$ cat src/hdl/bsr_pkg.sv
package bsr_pkg;

    // Ring size default
    localparam int BSR_BLOCK_COUNT = 8;

    // Block status codes
    typedef enum logic [1:0] {
        BSR_EMPTY   = 2'd0,
        BSR_WRITING = 2'd1,
        BSR_FULL    = 2'd2,
        BSR_READING = 2'd3
    } bsr_code_t;

    // Request opcodes
    typedef enum logic [1:0] {
        BSR_OP_ACQ_EMPTY = 2'd0,
        BSR_OP_REL_FULL  = 2'd1,
        BSR_OP_ACQ_FULL  = 2'd2,
        BSR_OP_REL_EMPTY = 2'd3
    } bsr_op_t;

    // Input beat
    typedef struct packed {
        bsr_op_t    opcode;
        logic [3:0] range_start;
        logic [3:0] range_end;
    } bsr_in_t;

    // Result beat
    typedef struct packed {
        logic [2:0] grant_start;
        logic [3:0] grant_count;
        logic [3:0] empty_count;
        logic [3:0] full_count;
    } bsr_out_t;

    // Per-item control seen by the update unit
    typedef struct packed {
        bsr_op_t    op;
        logic [3:0] range_start;
        logic [3:0] range_end;
        logic       running;
    } bsr_step_ctrl_t;

    // Update unit result for one block
    typedef struct packed {
        bsr_code_t code;
        logic      grant;
        logic      run;
    } bsr_step_res_t;

endpackage

$ cat src/hdl/bsr_ram.sv
module bsr_ram #(
    parameter int WIDTH = 2,
    parameter int DEPTH = 8,
    parameter int AW    = (DEPTH > 1) ? $clog2(DEPTH) : 1
) (
    input  logic             aclk,
    input  logic             wr_en,
    input  logic [AW-1:0]    wr_addr,
    input  logic [WIDTH-1:0] wr_data,
    input  logic             rd_en,
    input  logic [AW-1:0]    rd_addr,
    output logic [WIDTH-1:0] rd_data
);

    logic [WIDTH-1:0] mem [DEPTH];
    logic [WIDTH-1:0] rd_data_reg;

    // One write port, one registered read port
    always_ff @(posedge aclk) begin
        if (wr_en) begin
            mem[wr_addr] <= wr_data;
        end
        if (rd_en) begin
            rd_data_reg <= mem[rd_addr];
        end
    end

    assign rd_data = rd_data_reg;

endmodule

$ cat src/hdl/bsr_step.sv
module bsr_step
    import bsr_pkg::*;
#(
    parameter int BLOCK_COUNT = BSR_BLOCK_COUNT,
    parameter int PW          = $clog2(BLOCK_COUNT)
) (
    input  bsr_step_ctrl_t  ctrl_i,
    input  logic [PW-1:0]   idx_i,
    input  logic [PW-1:0]   ptr_i,
    input  bsr_code_t       code_i,
    output bsr_step_res_t   res_o
);

    // Compare width covers both the 4-bit range fields and the ring size
    localparam int CMPW = ((PW > 4) ? PW : 4) + 1;

    logic [CMPW-1:0] idx_w;
    logic [CMPW-1:0] rs_w;
    logic [CMPW-1:0] re_w;
    logic            at_ptr;
    logic            in_range;
    logic            run_now;

    assign idx_w    = CMPW'(idx_i);
    assign rs_w     = CMPW'(ctrl_i.range_start);
    assign re_w     = CMPW'(ctrl_i.range_end);
    assign at_ptr   = (idx_i == ptr_i);
    // out-of-bounds start drops the whole range
    assign in_range = (rs_w < CMPW'(BLOCK_COUNT)) && (idx_w >= rs_w) && (idx_w < re_w);
    // empty run begins at the pointer and stops at the first non-empty block
    assign run_now  = (at_ptr || ctrl_i.running) && (code_i == BSR_EMPTY);

    always_comb begin
        res_o.code  = code_i;
        res_o.grant = 1'b0;
        res_o.run   = 1'b0;
        case (ctrl_i.op)
            BSR_OP_ACQ_EMPTY: begin
                res_o.run   = run_now;
                res_o.grant = run_now;
                if (run_now) begin
                    res_o.code = BSR_WRITING;
                end
            end
            BSR_OP_REL_FULL: begin
                if (in_range) begin
                    res_o.code = BSR_FULL;
                end
            end
            BSR_OP_ACQ_FULL: begin
                if (at_ptr && code_i == BSR_FULL) begin
                    res_o.code  = BSR_READING;
                    res_o.grant = 1'b1;
                end
            end
            BSR_OP_REL_EMPTY: begin
                if (in_range) begin
                    res_o.code = BSR_EMPTY;
                end
            end
            default: begin
                res_o.code = code_i;
            end
        endcase
    end

endmodule

$ cat src/hdl/audio_block_status_ring.sv
// Status keeper for a ring of BLOCK_COUNT audio blocks (empty, writing, full,
// reading). Each request beat walks the status memory from block 0 to the
// last block, one block per cycle through a single read-modify-write update
// unit. s_ready and the result beat both return once the request has gone
// through the WALK state for each block, the DRAIN state for the last
// write-back and the DONE state that loads the output register; no new
// request is accepted before then. The result register holds a finished
// beat while the next request walks; the walk waits at its end if that
// beat has not been taken. All blocks read as empty right after reset,
// with no clearing pass.
module audio_block_status_ring
    import bsr_pkg::*;
#(
    parameter int BLOCK_COUNT = BSR_BLOCK_COUNT
) (
    input  logic     aclk,
    input  logic     aresetn,
    input  logic     s_valid,
    output logic     s_ready,
    input  bsr_in_t  s_data,
    output logic     m_valid,
    input  logic     m_ready,
    output bsr_out_t m_data
);

    localparam int PW = $clog2(BLOCK_COUNT);
    localparam int CW = $clog2(BLOCK_COUNT + 1);

    typedef enum logic [3:0] {
        ST_IDLE  = 4'b0001,
        ST_WALK  = 4'b0010,
        ST_DRAIN = 4'b0100,
        ST_DONE  = 4'b1000
    } state_t;

    state_t           state_reg, state_next;
    bsr_in_t          item_reg, item_next;
    logic [PW-1:0]    idx_reg, idx_next;
    logic             pipe_vld_reg, pipe_vld_next;
    logic [PW-1:0]    pipe_idx_reg, pipe_idx_next;
    logic             rd_vld_reg, rd_vld_next;
    logic             running_reg, running_next;
    logic [CW-1:0]    gcnt_reg, gcnt_next;
    logic [CW-1:0]    ecnt_reg, ecnt_next;
    logic [CW-1:0]    fcnt_reg, fcnt_next;
    logic [PW-1:0]    prod_ptr_reg, prod_ptr_next;
    logic [PW-1:0]    cons_ptr_reg, cons_ptr_next;
    logic [BLOCK_COUNT-1:0] vld_reg, vld_next;
    logic             m_valid_reg, m_valid_next;
    bsr_out_t         m_data_reg, m_data_next;

    logic [1:0]       rd_data;
    bsr_code_t        code_old;
    bsr_step_ctrl_t   step_ctrl;
    bsr_step_res_t    step_res;
    logic [PW-1:0]    step_ptr;
    logic             out_free;
    logic             use_cons;
    logic [CW:0]      ptr_sum;
    logic [PW-1:0]    ptr_new;

    // Status memory: one read, one write-back per cycle
    bsr_ram #(
        .WIDTH (2),
        .DEPTH (BLOCK_COUNT),
        .AW    (PW)
    ) u_ram (
        .aclk    (aclk),
        .wr_en   (pipe_vld_reg),
        .wr_addr (pipe_idx_reg),
        .wr_data (step_res.code),
        .rd_en   (state_reg == ST_WALK),
        .rd_addr (idx_reg),
        .rd_data (rd_data)
    );

    // Never-written blocks read as empty
    assign code_old = rd_vld_reg ? bsr_code_t'(rd_data) : BSR_EMPTY;

    // Shared per-block update unit
    assign step_ctrl.op          = item_reg.opcode;
    assign step_ctrl.range_start = item_reg.range_start;
    assign step_ctrl.range_end   = item_reg.range_end;
    assign step_ctrl.running     = running_reg;
    assign use_cons = (item_reg.opcode == BSR_OP_ACQ_FULL) ||
                      (item_reg.opcode == BSR_OP_REL_EMPTY);
    assign step_ptr = use_cons ? cons_ptr_reg : prod_ptr_reg;

    bsr_step #(
        .BLOCK_COUNT (BLOCK_COUNT),
        .PW          (PW)
    ) u_step (
        .ctrl_i (step_ctrl),
        .idx_i  (pipe_idx_reg),
        .ptr_i  (step_ptr),
        .code_i (code_old),
        .res_o  (step_res)
    );

    // Pointer advance after a grant, wrapping at the ring end
    assign ptr_sum = (CW+1)'(step_ptr) + (CW+1)'(gcnt_reg);
    assign ptr_new = (ptr_sum >= (CW+1)'(BLOCK_COUNT)) ? '0 : PW'(ptr_sum);

    assign out_free = !m_valid_reg || m_ready;
    assign s_ready  = (state_reg == ST_IDLE);
    assign m_valid  = m_valid_reg;
    assign m_data   = m_data_reg;

    // Sequencer
    always_comb begin
        state_next    = state_reg;
        item_next     = item_reg;
        idx_next      = idx_reg;
        pipe_vld_next = 1'b0;
        pipe_idx_next = idx_reg;
        rd_vld_next   = vld_reg[idx_reg];
        running_next  = running_reg;
        gcnt_next     = gcnt_reg;
        ecnt_next     = ecnt_reg;
        fcnt_next     = fcnt_reg;
        prod_ptr_next = prod_ptr_reg;
        cons_ptr_next = cons_ptr_reg;
        vld_next      = vld_reg;
        m_valid_next  = m_valid_reg && !m_ready;
        m_data_next   = m_data_reg;

        // write-back and tally of the block in flight
        if (pipe_vld_reg) begin
            vld_next[pipe_idx_reg] = 1'b1;
            running_next = step_res.run;
            gcnt_next    = gcnt_reg + CW'(step_res.grant);
            ecnt_next    = ecnt_reg + CW'(step_res.code == BSR_EMPTY);
            fcnt_next    = fcnt_reg + CW'(step_res.code == BSR_FULL);
        end

        case (state_reg)
            ST_IDLE: begin
                if (s_valid) begin
                    item_next    = s_data;
                    idx_next     = '0;
                    running_next = 1'b0;
                    gcnt_next    = '0;
                    ecnt_next    = '0;
                    fcnt_next    = '0;
                    state_next   = ST_WALK;
                end
            end
            ST_WALK: begin
                pipe_vld_next = 1'b1;
                if (idx_reg == PW'(BLOCK_COUNT - 1)) begin
                    state_next = ST_DRAIN;
                end else begin
                    idx_next = idx_reg + 1'b1;
                end
            end
            ST_DRAIN: begin
                state_next = ST_DONE;
            end
            ST_DONE: begin
                if (out_free) begin
                    m_valid_next            = 1'b1;
                    m_data_next.grant_start = 3'(step_ptr);
                    m_data_next.grant_count = 4'(gcnt_reg);
                    m_data_next.empty_count = 4'(ecnt_reg);
                    m_data_next.full_count  = 4'(fcnt_reg);
                    if (item_reg.opcode == BSR_OP_ACQ_EMPTY) begin
                        prod_ptr_next = ptr_new;
                    end
                    if (item_reg.opcode == BSR_OP_ACQ_FULL) begin
                        cons_ptr_next = ptr_new;
                    end
                    state_next = ST_IDLE;
                end
            end
            default: begin
                state_next = ST_IDLE;
            end
        endcase
    end

    // Control registers
    always_ff @(posedge aclk) begin
        if (!aresetn) begin
            state_reg    <= ST_IDLE;
            pipe_vld_reg <= 1'b0;
            prod_ptr_reg <= '0;
            cons_ptr_reg <= '0;
            vld_reg      <= '0;
            m_valid_reg  <= 1'b0;
        end else begin
            state_reg    <= state_next;
            pipe_vld_reg <= pipe_vld_next;
            prod_ptr_reg <= prod_ptr_next;
            cons_ptr_reg <= cons_ptr_next;
            vld_reg      <= vld_next;
            m_valid_reg  <= m_valid_next;
        end
    end

    // Payload registers
    always_ff @(posedge aclk) begin
        item_reg     <= item_next;
        idx_reg      <= idx_next;
        pipe_idx_reg <= pipe_idx_next;
        rd_vld_reg   <= rd_vld_next;
        running_reg  <= running_next;
        gcnt_reg     <= gcnt_next;
        ecnt_reg     <= ecnt_next;
        fcnt_reg     <= fcnt_next;
        m_data_reg   <= m_data_next;
    end

    // Write-back only happens during the walk and its drain cycle
    assert property (@(posedge aclk) disable iff (!aresetn)
        pipe_vld_reg |-> (state_reg == ST_WALK || state_reg == ST_DRAIN))
        else $error("status write-back outside the walk");

    // Accepted request starts a walk
    assert property (@(posedge aclk) disable iff (!aresetn)
        (s_valid && s_ready) |=> (state_reg == ST_WALK))
        else $error("accepted request did not start a walk");

    // Empty and full tallies never exceed the ring
    assert property (@(posedge aclk) disable iff (!aresetn)
        (state_reg == ST_DONE) |->
            ((CW+1)'(ecnt_reg) + (CW+1)'(fcnt_reg) <= (CW+1)'(BLOCK_COUNT)))
        else $error("status tallies exceed ring size");

    // Acquire-full grants at most one block
    assert property (@(posedge aclk) disable iff (!aresetn)
        (state_reg == ST_DONE && item_reg.opcode == BSR_OP_ACQ_FULL) |->
            (gcnt_reg <= CW'(1)))
        else $error("acquire-full granted more than one block");

    // Pointers stay inside the ring
    assert property (@(posedge aclk) disable iff (!aresetn)
        ((CW+1)'(prod_ptr_reg) < (CW+1)'(BLOCK_COUNT)) &&
        ((CW+1)'(cons_ptr_reg) < (CW+1)'(BLOCK_COUNT)))
        else $error("ring pointer out of range");

endmodule
$ cat config.mk
export PLATFORM = sky130hd
export DESIGN_NAME = audio_block_status_ring
export DESIGN_NICKNAME = d
export VERILOG_FILES = /design/src/hdl/bsr_pkg.sv /design/src/hdl/bsr_ram.sv /design/src/hdl/bsr_step.sv /design/src/hdl/audio_block_status_ring.sv
export SDC_FILE = /design/constraint.sdc
export NUM_CORES = 1
export LEC_CHECK = 0
export BUFFER_PORTS_ARGS = -buffer_cell sky130_fd_sc_hd__buf_4
export CORE_MARGIN = 2
export CORE_UTILIZATION = 25
export CTS_CLUSTER_SIZE = 14
export DETAILED_ROUTE_END_ITERATION = 6
export SYNTH_ARGS = -nofsm -noshare
export SYNTH_HDL_FRONTEND = slang
export SYNTH_HIERARCHICAL = 1
export SYNTH_SLANG_ARGS = --single-unit
$ cat constraint.sdc
create_clock -name aclk -period 2.5 [get_ports aclk]
set_clock_uncertainty 0.2 [all_clocks]
set_input_delay 0.5 -clock aclk [delete_from_list [all_inputs] [get_ports aclk]]
set_output_delay 0.5 -clock aclk [all_outputs]
set_load 0.02 [all_outputs]
==> out/summary.txt, run 1 <==
Outcome -> finished with violations
Violated checks -> setup timing
WHS Endpoint -> item_reg[7]
RSZ-0062 raised after global routing -> yes
Drt pass-1 iters -> 4
CP endpoint kind -> flip-flop
FMAX -> 374 MHz
Hold WC Path Type -> in2reg
Layout cell share with drive strength beyond 1 -> 36.2%
Main synth FF type -> edfxtp_1
WHS -> 0.134 ns
Seq pwr share -> 47.0%
CP Max Fanout -> 3
First-pass GRT wire length -> 11700 um
Adder-cell area share of the yosys netlist -> 6.21%
Root buffer cell -> clkbuf_16
Startpoint Class -> flip-flop
Max-slew violation count -> 0
Min-delay src -> s_data[7]
Pwr per Cell Area -> 666 nW/um2
Combinational share of power -> 6.5%
Final setup viols -> 7
Multiplexer share of the synthesized area -> 8.40%
Syn nets -> 298
Row count -> 43
Maxcap violations -> 0
Htree depth -> 3
Total internal power -> 2.51 mW
Total negative slack -> -0.894 ns
Synth top area share -> 38.9%
Clock buffer depth -> 2
RR Startpoint -> item_reg[4]
Peak supply drop -> 0.000360 V
Starting density of the core -> 25.6%
Area occupied by multi-input gates -> 1600 um2
Vias in the first global route -> 2346
Cell Count, Final, Fillers Out -> 509
Max stage delay on crit path -> 0.37 ns
# IOs -> 31
Total power -> 3.17 mW
Combinational family with the most area after synthesis -> simple AND/OR/NAND/NOR gates
Minimum clock period after layout -> 2.68 ns
IO Port Bufs -> 30
Dpl hpwl -> 4880 um
GRT Residual Overflow -> 0
CTS Hold Bufs -> 0
Yosys warns -> 6
Post-Synthesis Mean Instance Area -> 13.3 um2
Reg2Reg Setup Slack -> -0.18 ns
Post-layout instance area -> 4760 um2
Drt drc -> 0
Hold depth -> 1
Core footprint -> 13900 um2
Die height -> 123 um
Compound-Gate Fraction of Synth Area -> 7.55%
GRT Resource Usage Total -> 10.3%
Reg2reg end -> ecnt_reg[1]
Arr. time, crit path -> 2.71 ns
Worst-path clk slew -> 0.06 ns
Seq/Total Area, Yosys -> 59.8%
Via-to-Cell Ratio -> 4.45
FF+latch area -> 2130 um2
Fin. Hold Viols -> 0
Initial antenna violation count -> 0
Final Core Density -> 34.3%
Critical Path RT -> 2.53 ns
Initial DRC count -> 88
Fin nets -> 355
Synth area leaders -> edfxtp_1 39%, dfxtp_1 21%, ha_1 5.6%
CP Class -> reg2reg
Max reg flops -> 16
Switching Share -> 20.7%
FF+latch count, synth -> 83
Clock Sinks -> 83
Placed Instance Area -> 4170 um2
CTS tree -> yes
Die X -> 123 um
Distinct cell type count after synthesis -> 50
Syn Inst Count -> 267
Fraction of synthesized cell area in xor and xnor cells -> 2.47%
R2R cell count -> 12
Final WS setup -> -0.175 ns
EDFF count, synth -> 46
Pre-CTS WS -> -0.174 ns
Slew headroom -> 53.6%
Clock share of power -> 46.5%
Async S/R FF share, synth -> 0%
DR WL/cell -> 14.3 um
Buf+Inv Stages, Crit Path -> 1
ANT cells -> 0
CTS buffer count -> 9
Placed cells -> 486
Routed Wire Length -> 7280 um
Leading area contributor after synthesis -> edfxtp_1
Post-synthesis simple-gate area fraction -> 13.7%
Clk_lat worst skew -> 0.34 ns
Cell area after synthesis -> 3550 um2
Largest net degree at the start of global routing -> 27
Gpl congestion -> 0.804
Slew @ Worst Pin -> 0.694 ns
Via count -> 2263
Pleak -> 1.78 nW
Die Footprint -> 15200 um2
Crit share post-route -> 107%
# fillers -> 1367
Critical path's top delay family -> adder cells
Max stage delay cell, worst path -> edfxtp_1
Sw Pwr -> 0.657 mW
Cell Chain, Critical Path -> ha_1 -> nand2b_4 -> a21o_1 -> a21oi_2 -> nor4_4 -> mux2i_2 -> buf_4 -> nor2_4 -> ha_4 -> ha_2 -> mux2i_1 -> nor2_1
Area growth from synthesis to layout -> 34.3%
DRT antenna net count -> 0
-- layout make-up --
type                    count  area share, %
clock buffers              14           7.12
inverters                   8          0.631
multi-input cells         169           33.7
clock inverters             2          0.342
flip-flops and latches     83           44.7
well taps                 180           4.73
repair buffers             53           8.78
-- layout by cell type, fill, tap and decap left out, types with 4 or more instances in the layout --
master      n
nor2b_1     4
o21a_1      8
ha_4        6
nor3_1      4
clkbuf_16  13
nand2_1     9
buf_4      50
mux4_1      4
dfxtp_1    34
ha_1        8
mux2i_1     7
and2_1      6
o311ai_0    5
edfxtp_1   46
nor2_1     30
xor2_1      6
nand2b_1    8
inv_1       6
nand4_1     4
-- worst register-to-register path, stage by stage, from the launching register on --
cell      delay, ns
edfxtp_1       0.37
ha_1           0.28
nand2b_4       0.10
a21o_1         0.16
a21oi_2        0.08
nor4_4         0.26
mux2i_2        0.30
buf_4          0.17
nor2_4         0.04
ha_4           0.17
ha_2           0.26
mux2i_1        0.13
nor2_1         0.05
-- how the worst max path moves through the flow --
| stage | from | to | slack [ns] | cells after the start |
|---|---|---|---|---|
| after detailed placement | item_reg[1] | fcnt_reg[2] | -0.17 | 12 |
| after global routing | item_reg[4] | ecnt_reg[2] | -0.31 | 13 |
| final | item_reg[4] | ecnt_reg[1] | -0.18 | 12 |
| after floorplan | item_reg[1] | fcnt_reg[1] | -0.10 | 11 |
| after global placement | item_reg[1] | fcnt_reg[1] | -0.12 | 11 |
| after CTS | item_reg[1] | fcnt_reg[2] | -0.18 | 12 |
-- cells in the mapped netlist, drive strengths merged (2+ instances only) --
library cell / number
a211oi: 4
a21o: 2
a21oi: 3
and2: 6
buf: 3
clkbuf: 4
dfxtp: 37
edfxtp: 46
ha: 16
inv: 8
mux2: 6
mux2i: 8
mux4: 6
nand2: 10
nand2b: 10
nand4: 4
nor2: 32
nor2b: 5
nor3: 5
nor4: 2
nor4b: 2
o21a: 8
o311ai: 6
o31ai: 6
or2: 3
or3: 2
or4b: 2
xnor2: 3
xor2: 7
-- cell families after synthesis --
logic type | Yosys count
buf+inv | 15
fa+ha+maj | 17
mux | 20
flops | 83
xor+xnor | 10
compound gates | 35
simple gates | 87
-- power by group through the flow --
stage / registers, mW / clock network, mW / logic (mW)
6_report: 1.49 / 1.47 / 0.206
3_3_place_gp: 1.52 / 0 / 0.177
3_5_place_dp: 1.52 / 0 / 0.180
2_1_floorplan: 1.52 / 0 / 0.109
5_1_grt: 1.49 / 1.56 / 0.226
4_1_cts: 1.49 / 1.51 / 0.186
-- repair_timing --
action,4_1_cts,5_1_grt
setup endpoints to repair,14,17
gates cloned,0,0
pin swaps,4,15
gates resized for setup,4,26
buffers inserted,4,3
-- routing by layer --
layer / share of wire, % / vias to the layer above / routed length [um] / GRT usage [%]
li1: - / 1108 / - / -
met1: 43 / 1114 / 3110 / 11.6
met2: 53 / 32 / 3820 / 18.1
met3: 3.0 / 9 / 219 / 3.09
met4: 1.7 / 0 / 126 / 4.05
met5: 0 / - / 0 / 0
(Power assumes the default switching activity.)
==> run 2, diff against run 1 <==
--- a/config.mk
+++ b/config.mk
@@ -10,6 +10,7 @@
 export CORE_UTILIZATION = 25
 export CTS_CLUSTER_SIZE = 14
 export DETAILED_ROUTE_END_ITERATION = 6
+export HOLD_SLACK_MARGIN = 0.03
 export SYNTH_ARGS = -nofsm -noshare
 export SYNTH_HDL_FRONTEND = slang
 export SYNTH_HIERARCHICAL = 1
==> constraint.sdc (replaced) <==
create_clock -name aclk -period 3.35 [get_ports aclk]
set_clock_uncertainty 0.2 [all_clocks]
set_input_delay 0.67 -clock aclk [delete_from_list [all_inputs] [get_ports aclk]]
set_output_delay 0.67 -clock aclk [all_outputs]
set_load 0.02 [all_outputs]
==> run 2 against run 1 <==
Via count shrank 4.5%. Non-clock buffer count decreased by 16. Fmax is 9.9% lower. The flow now finishes without violations. Highest routed layer unchanged. Global-route usage shrank 0.78 points. Final cell count down 3.1%. Sequential cell count unchanged. Combinational power is 45% lower. Hold slack better by 0.12 ns.
==> out/summary.txt, run 2 (synthesized netlist as in run 1, its figures left out) <==
Critical Path RT -> 3.36 ns
Core footprint -> 13900 um2
RSZ-0062 raised after global routing -> no
FMAX -> 337 MHz
Final setup viols -> 0
Starting density of the core -> 25.6%
Fin. Hold Viols -> 0
Clk_lat worst skew -> 0.33 ns
Arr. time, crit path -> 2.97 ns
First-pass GRT wire length -> 10900 um
Sw Pwr -> 0.451 mW
Minimum clock period after layout -> 2.97 ns
Layout cell share with drive strength beyond 1 -> 22.0%
Met2 WL -> 3180 um
Combinational share of power -> 5.1%
Pleak -> 1.64 nW
GRT Residual Overflow -> 0
Clock share of power -> 45.4%
Vias in the first global route -> 2206
Area growth from synthesis to layout -> 21.9%
CP startpoint -> item_reg[9]
Clock Sinks -> 83
Seq pwr share -> 49.5%
Max stage delay cell, worst path -> edfxtp_1
Die height -> 123 um
IO Port Bufs -> 30
Routed Wire Length -> 6560 um
DR WL/cell -> 13.3 um
CP endpoint kind -> flip-flop
Startpoint Class -> flip-flop
Met3 wire len -> 328 um
Total internal power -> 1.80 mW
Most frequent cells in the layout -> 46 x edfxtp_1, 37 x dfxtp_1, 37 x buf_4
Root buffer cell -> clkbuf_16
ANT cells -> 0
CP Max Fanout -> 8
Crit share post-route -> 88.6%
Reg2Reg Setup Slack -> 0.38 ns
Initial DRC count -> 69
Top Metal Used -> met4
CTS tree -> yes
RR Startpoint -> item_reg[9]
Clock buffer depth -> 2
GRT Resource Usage Total -> 9.51%
CP Class -> reg2reg
Switching Share -> 20.0%
Peak supply drop -> 0.000312 V
Area occupied by multi-input gates -> 1360 um2
Slew @ Worst Pin -> 0.736 ns
Commonest non-fill, non-tap cell in the layout -> edfxtp_1
DRT antenna net count -> 0
Max stage delay on crit path -> 0.52 ns
Row count -> 43
Met1 Wirelength -> 2940 um
Outcome -> complete, no violations
Min-delay src -> fcnt_reg[3]
Worst-path clk slew -> 0.06 ns
Post-layout instance area -> 4330 um2
Max reg flops -> 16
Placed Instance Area -> 4020 um2
Largest net degree at the start of global routing -> 27
Fin nets -> 339
Pwr per Cell Area -> 520 nW/um2
Via-to-Cell Ratio -> 4.38
Gpl congestion -> 0.804
Cell Chain, Critical Path -> mux2_2 -> xnor2_1 -> a31oi_1 -> o22ai_1 -> a21oi_1 -> nor2_1 -> nor2b_1 -> ha_1 -> ha_1 -> nand2_1 -> xor2_1 -> nor2_1
Drt drc -> 0
Dpl hpwl -> 4620 um
Hold WC Path Type -> reg2reg
Post-CTS Resized -> 0
CTS Hold Bufs -> 0
R2R cell count -> 12
Htree depth -> 3
Critical Path End -> fcnt_reg[2]
Die Footprint -> 15200 um2
Max-slew violation count -> 0
FF+latch area -> 2120 um2
Postcts setup bufs -> 0
Maxcap violations -> 0
Total negative slack -> 0 ns
Slew headroom -> 50.6%
Drt pass-1 iters -> 4
Via count -> 2161
Die X -> 123 um
Reg2reg end -> fcnt_reg[2]
CTS buffer count -> 9
# fillers -> 1388
# IOs -> 31
Initial antenna violation count -> 0
## run 2: cell count changes in the layout (fill, tap and decap cells not counted), sizes merged
cell	before	now
clkinvlp	1	0
clkinv	1	3
buf	53	37
clkbuf	14	11
bufinv	0	2
## run 2: how the worst min path moves through the flow
stage | to | cells past startpoint | slack [ns]
global route | m_data[3] | 0 | 0.26
finish | m_data[3] | 0 | 0.26
detailed placement | m_data[3] | 0 | 0.24
floorplan | m_data[3] | 0 | 0.23
CTS | m_data[3] | 0 | 0.26
global placement | m_data[3] | 0 | 0.25
## run 2: layer usage
metal	up-vias	global-route usage, %
met4	0	4.76
li1	1076	-
met5	-	0
met1	1021	11.4
met2	56	15.4
met3	8	2.95
## run 2: power groups by stage
stage	Combinational (mW)	Clock, mW	Sequential [mW]
after floorplan	0.0753	0	1.13
after global placement	0.112	0	1.14
after detailed placement	0.115	0	1.14
after CTS	0.116	1.05	1.11
after global routing	0.127	1.09	1.12
final	0.114	1.02	1.11
## run 2: per-stage QoR
step           total power [mW]  hold slack (ns)  cells  utilization (%)  setup slack (ns)
2_1_floorplan              1.21            0.228    267                -             0.533
3_3_place_gp               1.25            0.246    477             28.9             0.496
3_5_place_dp               1.25            0.244    477             28.9             0.412
4_1_cts                    2.28            0.258    493             31.2             0.403
5_1_grt                    2.34            0.264    493             31.2             0.156
6_report                   2.25            0.256    493             31.2             0.382
## run 2: critical path, delay by kind of cell, from the launching register on
family / cells / cell delay [ns]
xor+xnor: 2 / 0.38
fa+ha+maj: 2 / 0.39
mux: 1 / 0.45
compound gates: 3 / 0.52
flops: 1 / 0.52
simple gates: 4 / 0.38
## run 2: area by class of cell
cell class                      instances  share of cell area (%)
Timing Repair Buffer                   37                    6.42
Tap cell                              180                    5.21
Clock inverter                          5                    1.79
Multi-Input combinational cell        169                    31.4
Inverter                                8                   0.694
Clock buffer                           11                    5.38
Sequential cell                        83                    49.1
==> run 3, diff against run 2 <==
--- a/config.mk
+++ b/config.mk
@@ -8,9 +8,11 @@
 export BUFFER_PORTS_ARGS = -buffer_cell sky130_fd_sc_hd__buf_4
 export CORE_MARGIN = 2
 export CORE_UTILIZATION = 25
+export CTS_CLUSTER_DIAMETER = 120
 export CTS_CLUSTER_SIZE = 14
 export DETAILED_ROUTE_END_ITERATION = 6
 export HOLD_SLACK_MARGIN = 0.03
+export RECOVER_POWER = 50
 export SYNTH_ARGS = -nofsm -noshare
 export SYNTH_HDL_FRONTEND = slang
 export SYNTH_HIERARCHICAL = 1
==> run 3 against run 2 <==
Via count increased by 0.46%. Register-to-register slack got worse by 0.03 ns. Critical path depth unchanged. Combinational power about the same. Worst setup slack got worse by 0.034 ns. Largest power group unchanged. Highest routed layer unchanged.
==> out/summary.txt, run 3 (synthesized netlist as in run 1, its figures left out) <==
GR peak layer -> met2
Minimum clock period after layout -> 3.00 ns
Clock Sinks -> 83
FF+latch area -> 2120 um2
GRT Resource Usage Total -> 9.51%
GR met2 Demand/Resource -> 15.4%
Area occupied by multi-input gates -> 1360 um2
Cell Count, Final, Fillers Out -> 493
CP endpoint kind -> flip-flop
Postcts setup bufs -> 0
Seq pwr share -> 49.5%
IO Port Bufs -> 30
Max reg flops -> 16
Root buffer cell -> clkbuf_16
Initial antenna violation count -> 0
Via count -> 2171
Placed cells -> 477
Critical Path RT -> 3.36 ns
Cell Chain, Critical Path -> mux2_1 -> xnor2_1 -> a31oi_1 -> o22ai_1 -> a21oi_1 -> nor2_1 -> nor2b_1 -> ha_1 -> ha_1 -> nand2_1 -> xor2_1 -> nor2_1
GRT met1 Usage -> 11.4%
Fin. Hold Viols -> 0
CP Class -> reg2reg
FMAX -> 333 MHz
CTS buffer count -> 9
Total power -> 2.25 mW
Fin nets -> 339
Slew headroom -> 35.7%
Largest net degree at the start of global routing -> 27
Die X -> 123 um
Area growth from synthesis to layout -> 20.0%
Clock share of power -> 45.5%
Peak supply drop -> 0.000313 V
Routed Wire Length -> 6560 um
Clk_lat worst skew -> 0.33 ns
Gpl congestion -> 0.804
# fillers -> 1407
Outcome -> complete, no violations
Row count -> 43
Drt pass-1 iters -> 5
Post-CTS Resized -> 0
ANT cells -> 0
GRT Residual Overflow -> 0
RSZ-0062 raised after global routing -> no
Sw Pwr -> 0.453 mW
First-pass GRT wire length -> 10900 um
Max stage delay on crit path -> 0.53 ns
Total internal power -> 1.80 mW
Die height -> 123 um
Via-to-Cell Ratio -> 4.40
DRT antenna net count -> 0
Htree depth -> 3
Clock buffer depth -> 2
CTS tree -> yes
WHS -> 0.255 ns
Max stage delay cell, worst path -> edfxtp_1
Pwr per Cell Area -> 529 nW/um2
Most frequent cells in the layout -> 46 x edfxtp_1, 37 x dfxtp_1, 32 x nor2_1
Slew @ Worst Pin -> 0.965 ns
Dpl hpwl -> 4620 um
Hold WC Path Type -> reg2reg
Pleak -> 1.57 nW
Combinational share of power -> 5.0%
Hold depth -> 0
R2R cell count -> 12
Startpoint Class -> flip-flop
Placed Instance Area -> 4020 um2
Initial DRC count -> 76
CTS Hold Bufs -> 0
Worst-path clk slew -> 0.06 ns
Final setup viols -> 0
Post-layout instance area -> 4260 um2
Die Footprint -> 15200 um2
Total negative slack -> 0 ns
DR WL/cell -> 13.3 um
Arr. time, crit path -> 3.01 ns
# IOs -> 31
Max-slew violation count -> 0
Switching Share -> 20.1%
Crit share post-route -> 89.6%
Maxcap violations -> 0
Commonest non-fill, non-tap cell in the layout -> edfxtp_1
Vias in the first global route -> 2206
CP Max Fanout -> 8
Drt drc -> 0
Met3 usage -> 2.95%
Core footprint -> 13900 um2
Starting density of the core -> 25.6%
Layout cell share with drive strength beyond 1 -> 15.3%
==> run 3: routing by layer <==
layer	share of wire [%]	wire [um]
met5	0	0
met4	2.4	157
met3	4.1	266
met2	48	3160
met1	45	2970
==> run 3: final timing paths <==
path                                  start           to  slack [ns]
worst min-delay path            fcnt_reg[3]    m_data[3]        0.26
worst min register to register  fcnt_reg[3]    m_data[3]        0.26
worst max register to register  item_reg[9]  fcnt_reg[2]        0.35
worst max-delay path            item_reg[9]  fcnt_reg[2]        0.35
==> run 3: per-stage QoR <==
stage | setup slack [ns] | utilization [%]
after floorplan | 0.533 | -
after global placement | 0.496 | 28.9
after detailed placement | 0.412 | 28.9
after CTS | 0.403 | 31.2
after global routing | 0.112 | 30.7
final | 0.348 | 30.7
==> run 3: final cells by class <==
class,count,area share [%]
well taps,180,5.29
clock inverters,5,1.82
inverters,8,0.705
repair buffers,37,5.02
clock buffers,11,5.47
multi-input cells,169,31.9
flip-flops and latches,83,49.8
==> run 3: power by group through the flow <==
stage | Clock [mW] | Sequential, mW | Combinational [mW]
2_1_floorplan | 0 | 1.13 | 0.0753
3_3_place_gp | 0 | 1.14 | 0.112
3_5_place_dp | 0 | 1.14 | 0.115
4_1_cts | 1.05 | 1.11 | 0.116
5_1_grt | 1.09 | 1.12 | 0.127
6_report | 1.02 | 1.11 | 0.113
==> run 3: worst max-delay path: cells and delay by family (launching register included) <==
family	cells	cell delay (ns)
compound gates	3	0.49
xor+xnor	2	0.40
fa+ha+maj	2	0.39
flops	1	0.53
mux	1	0.48
simple gates	4	0.37
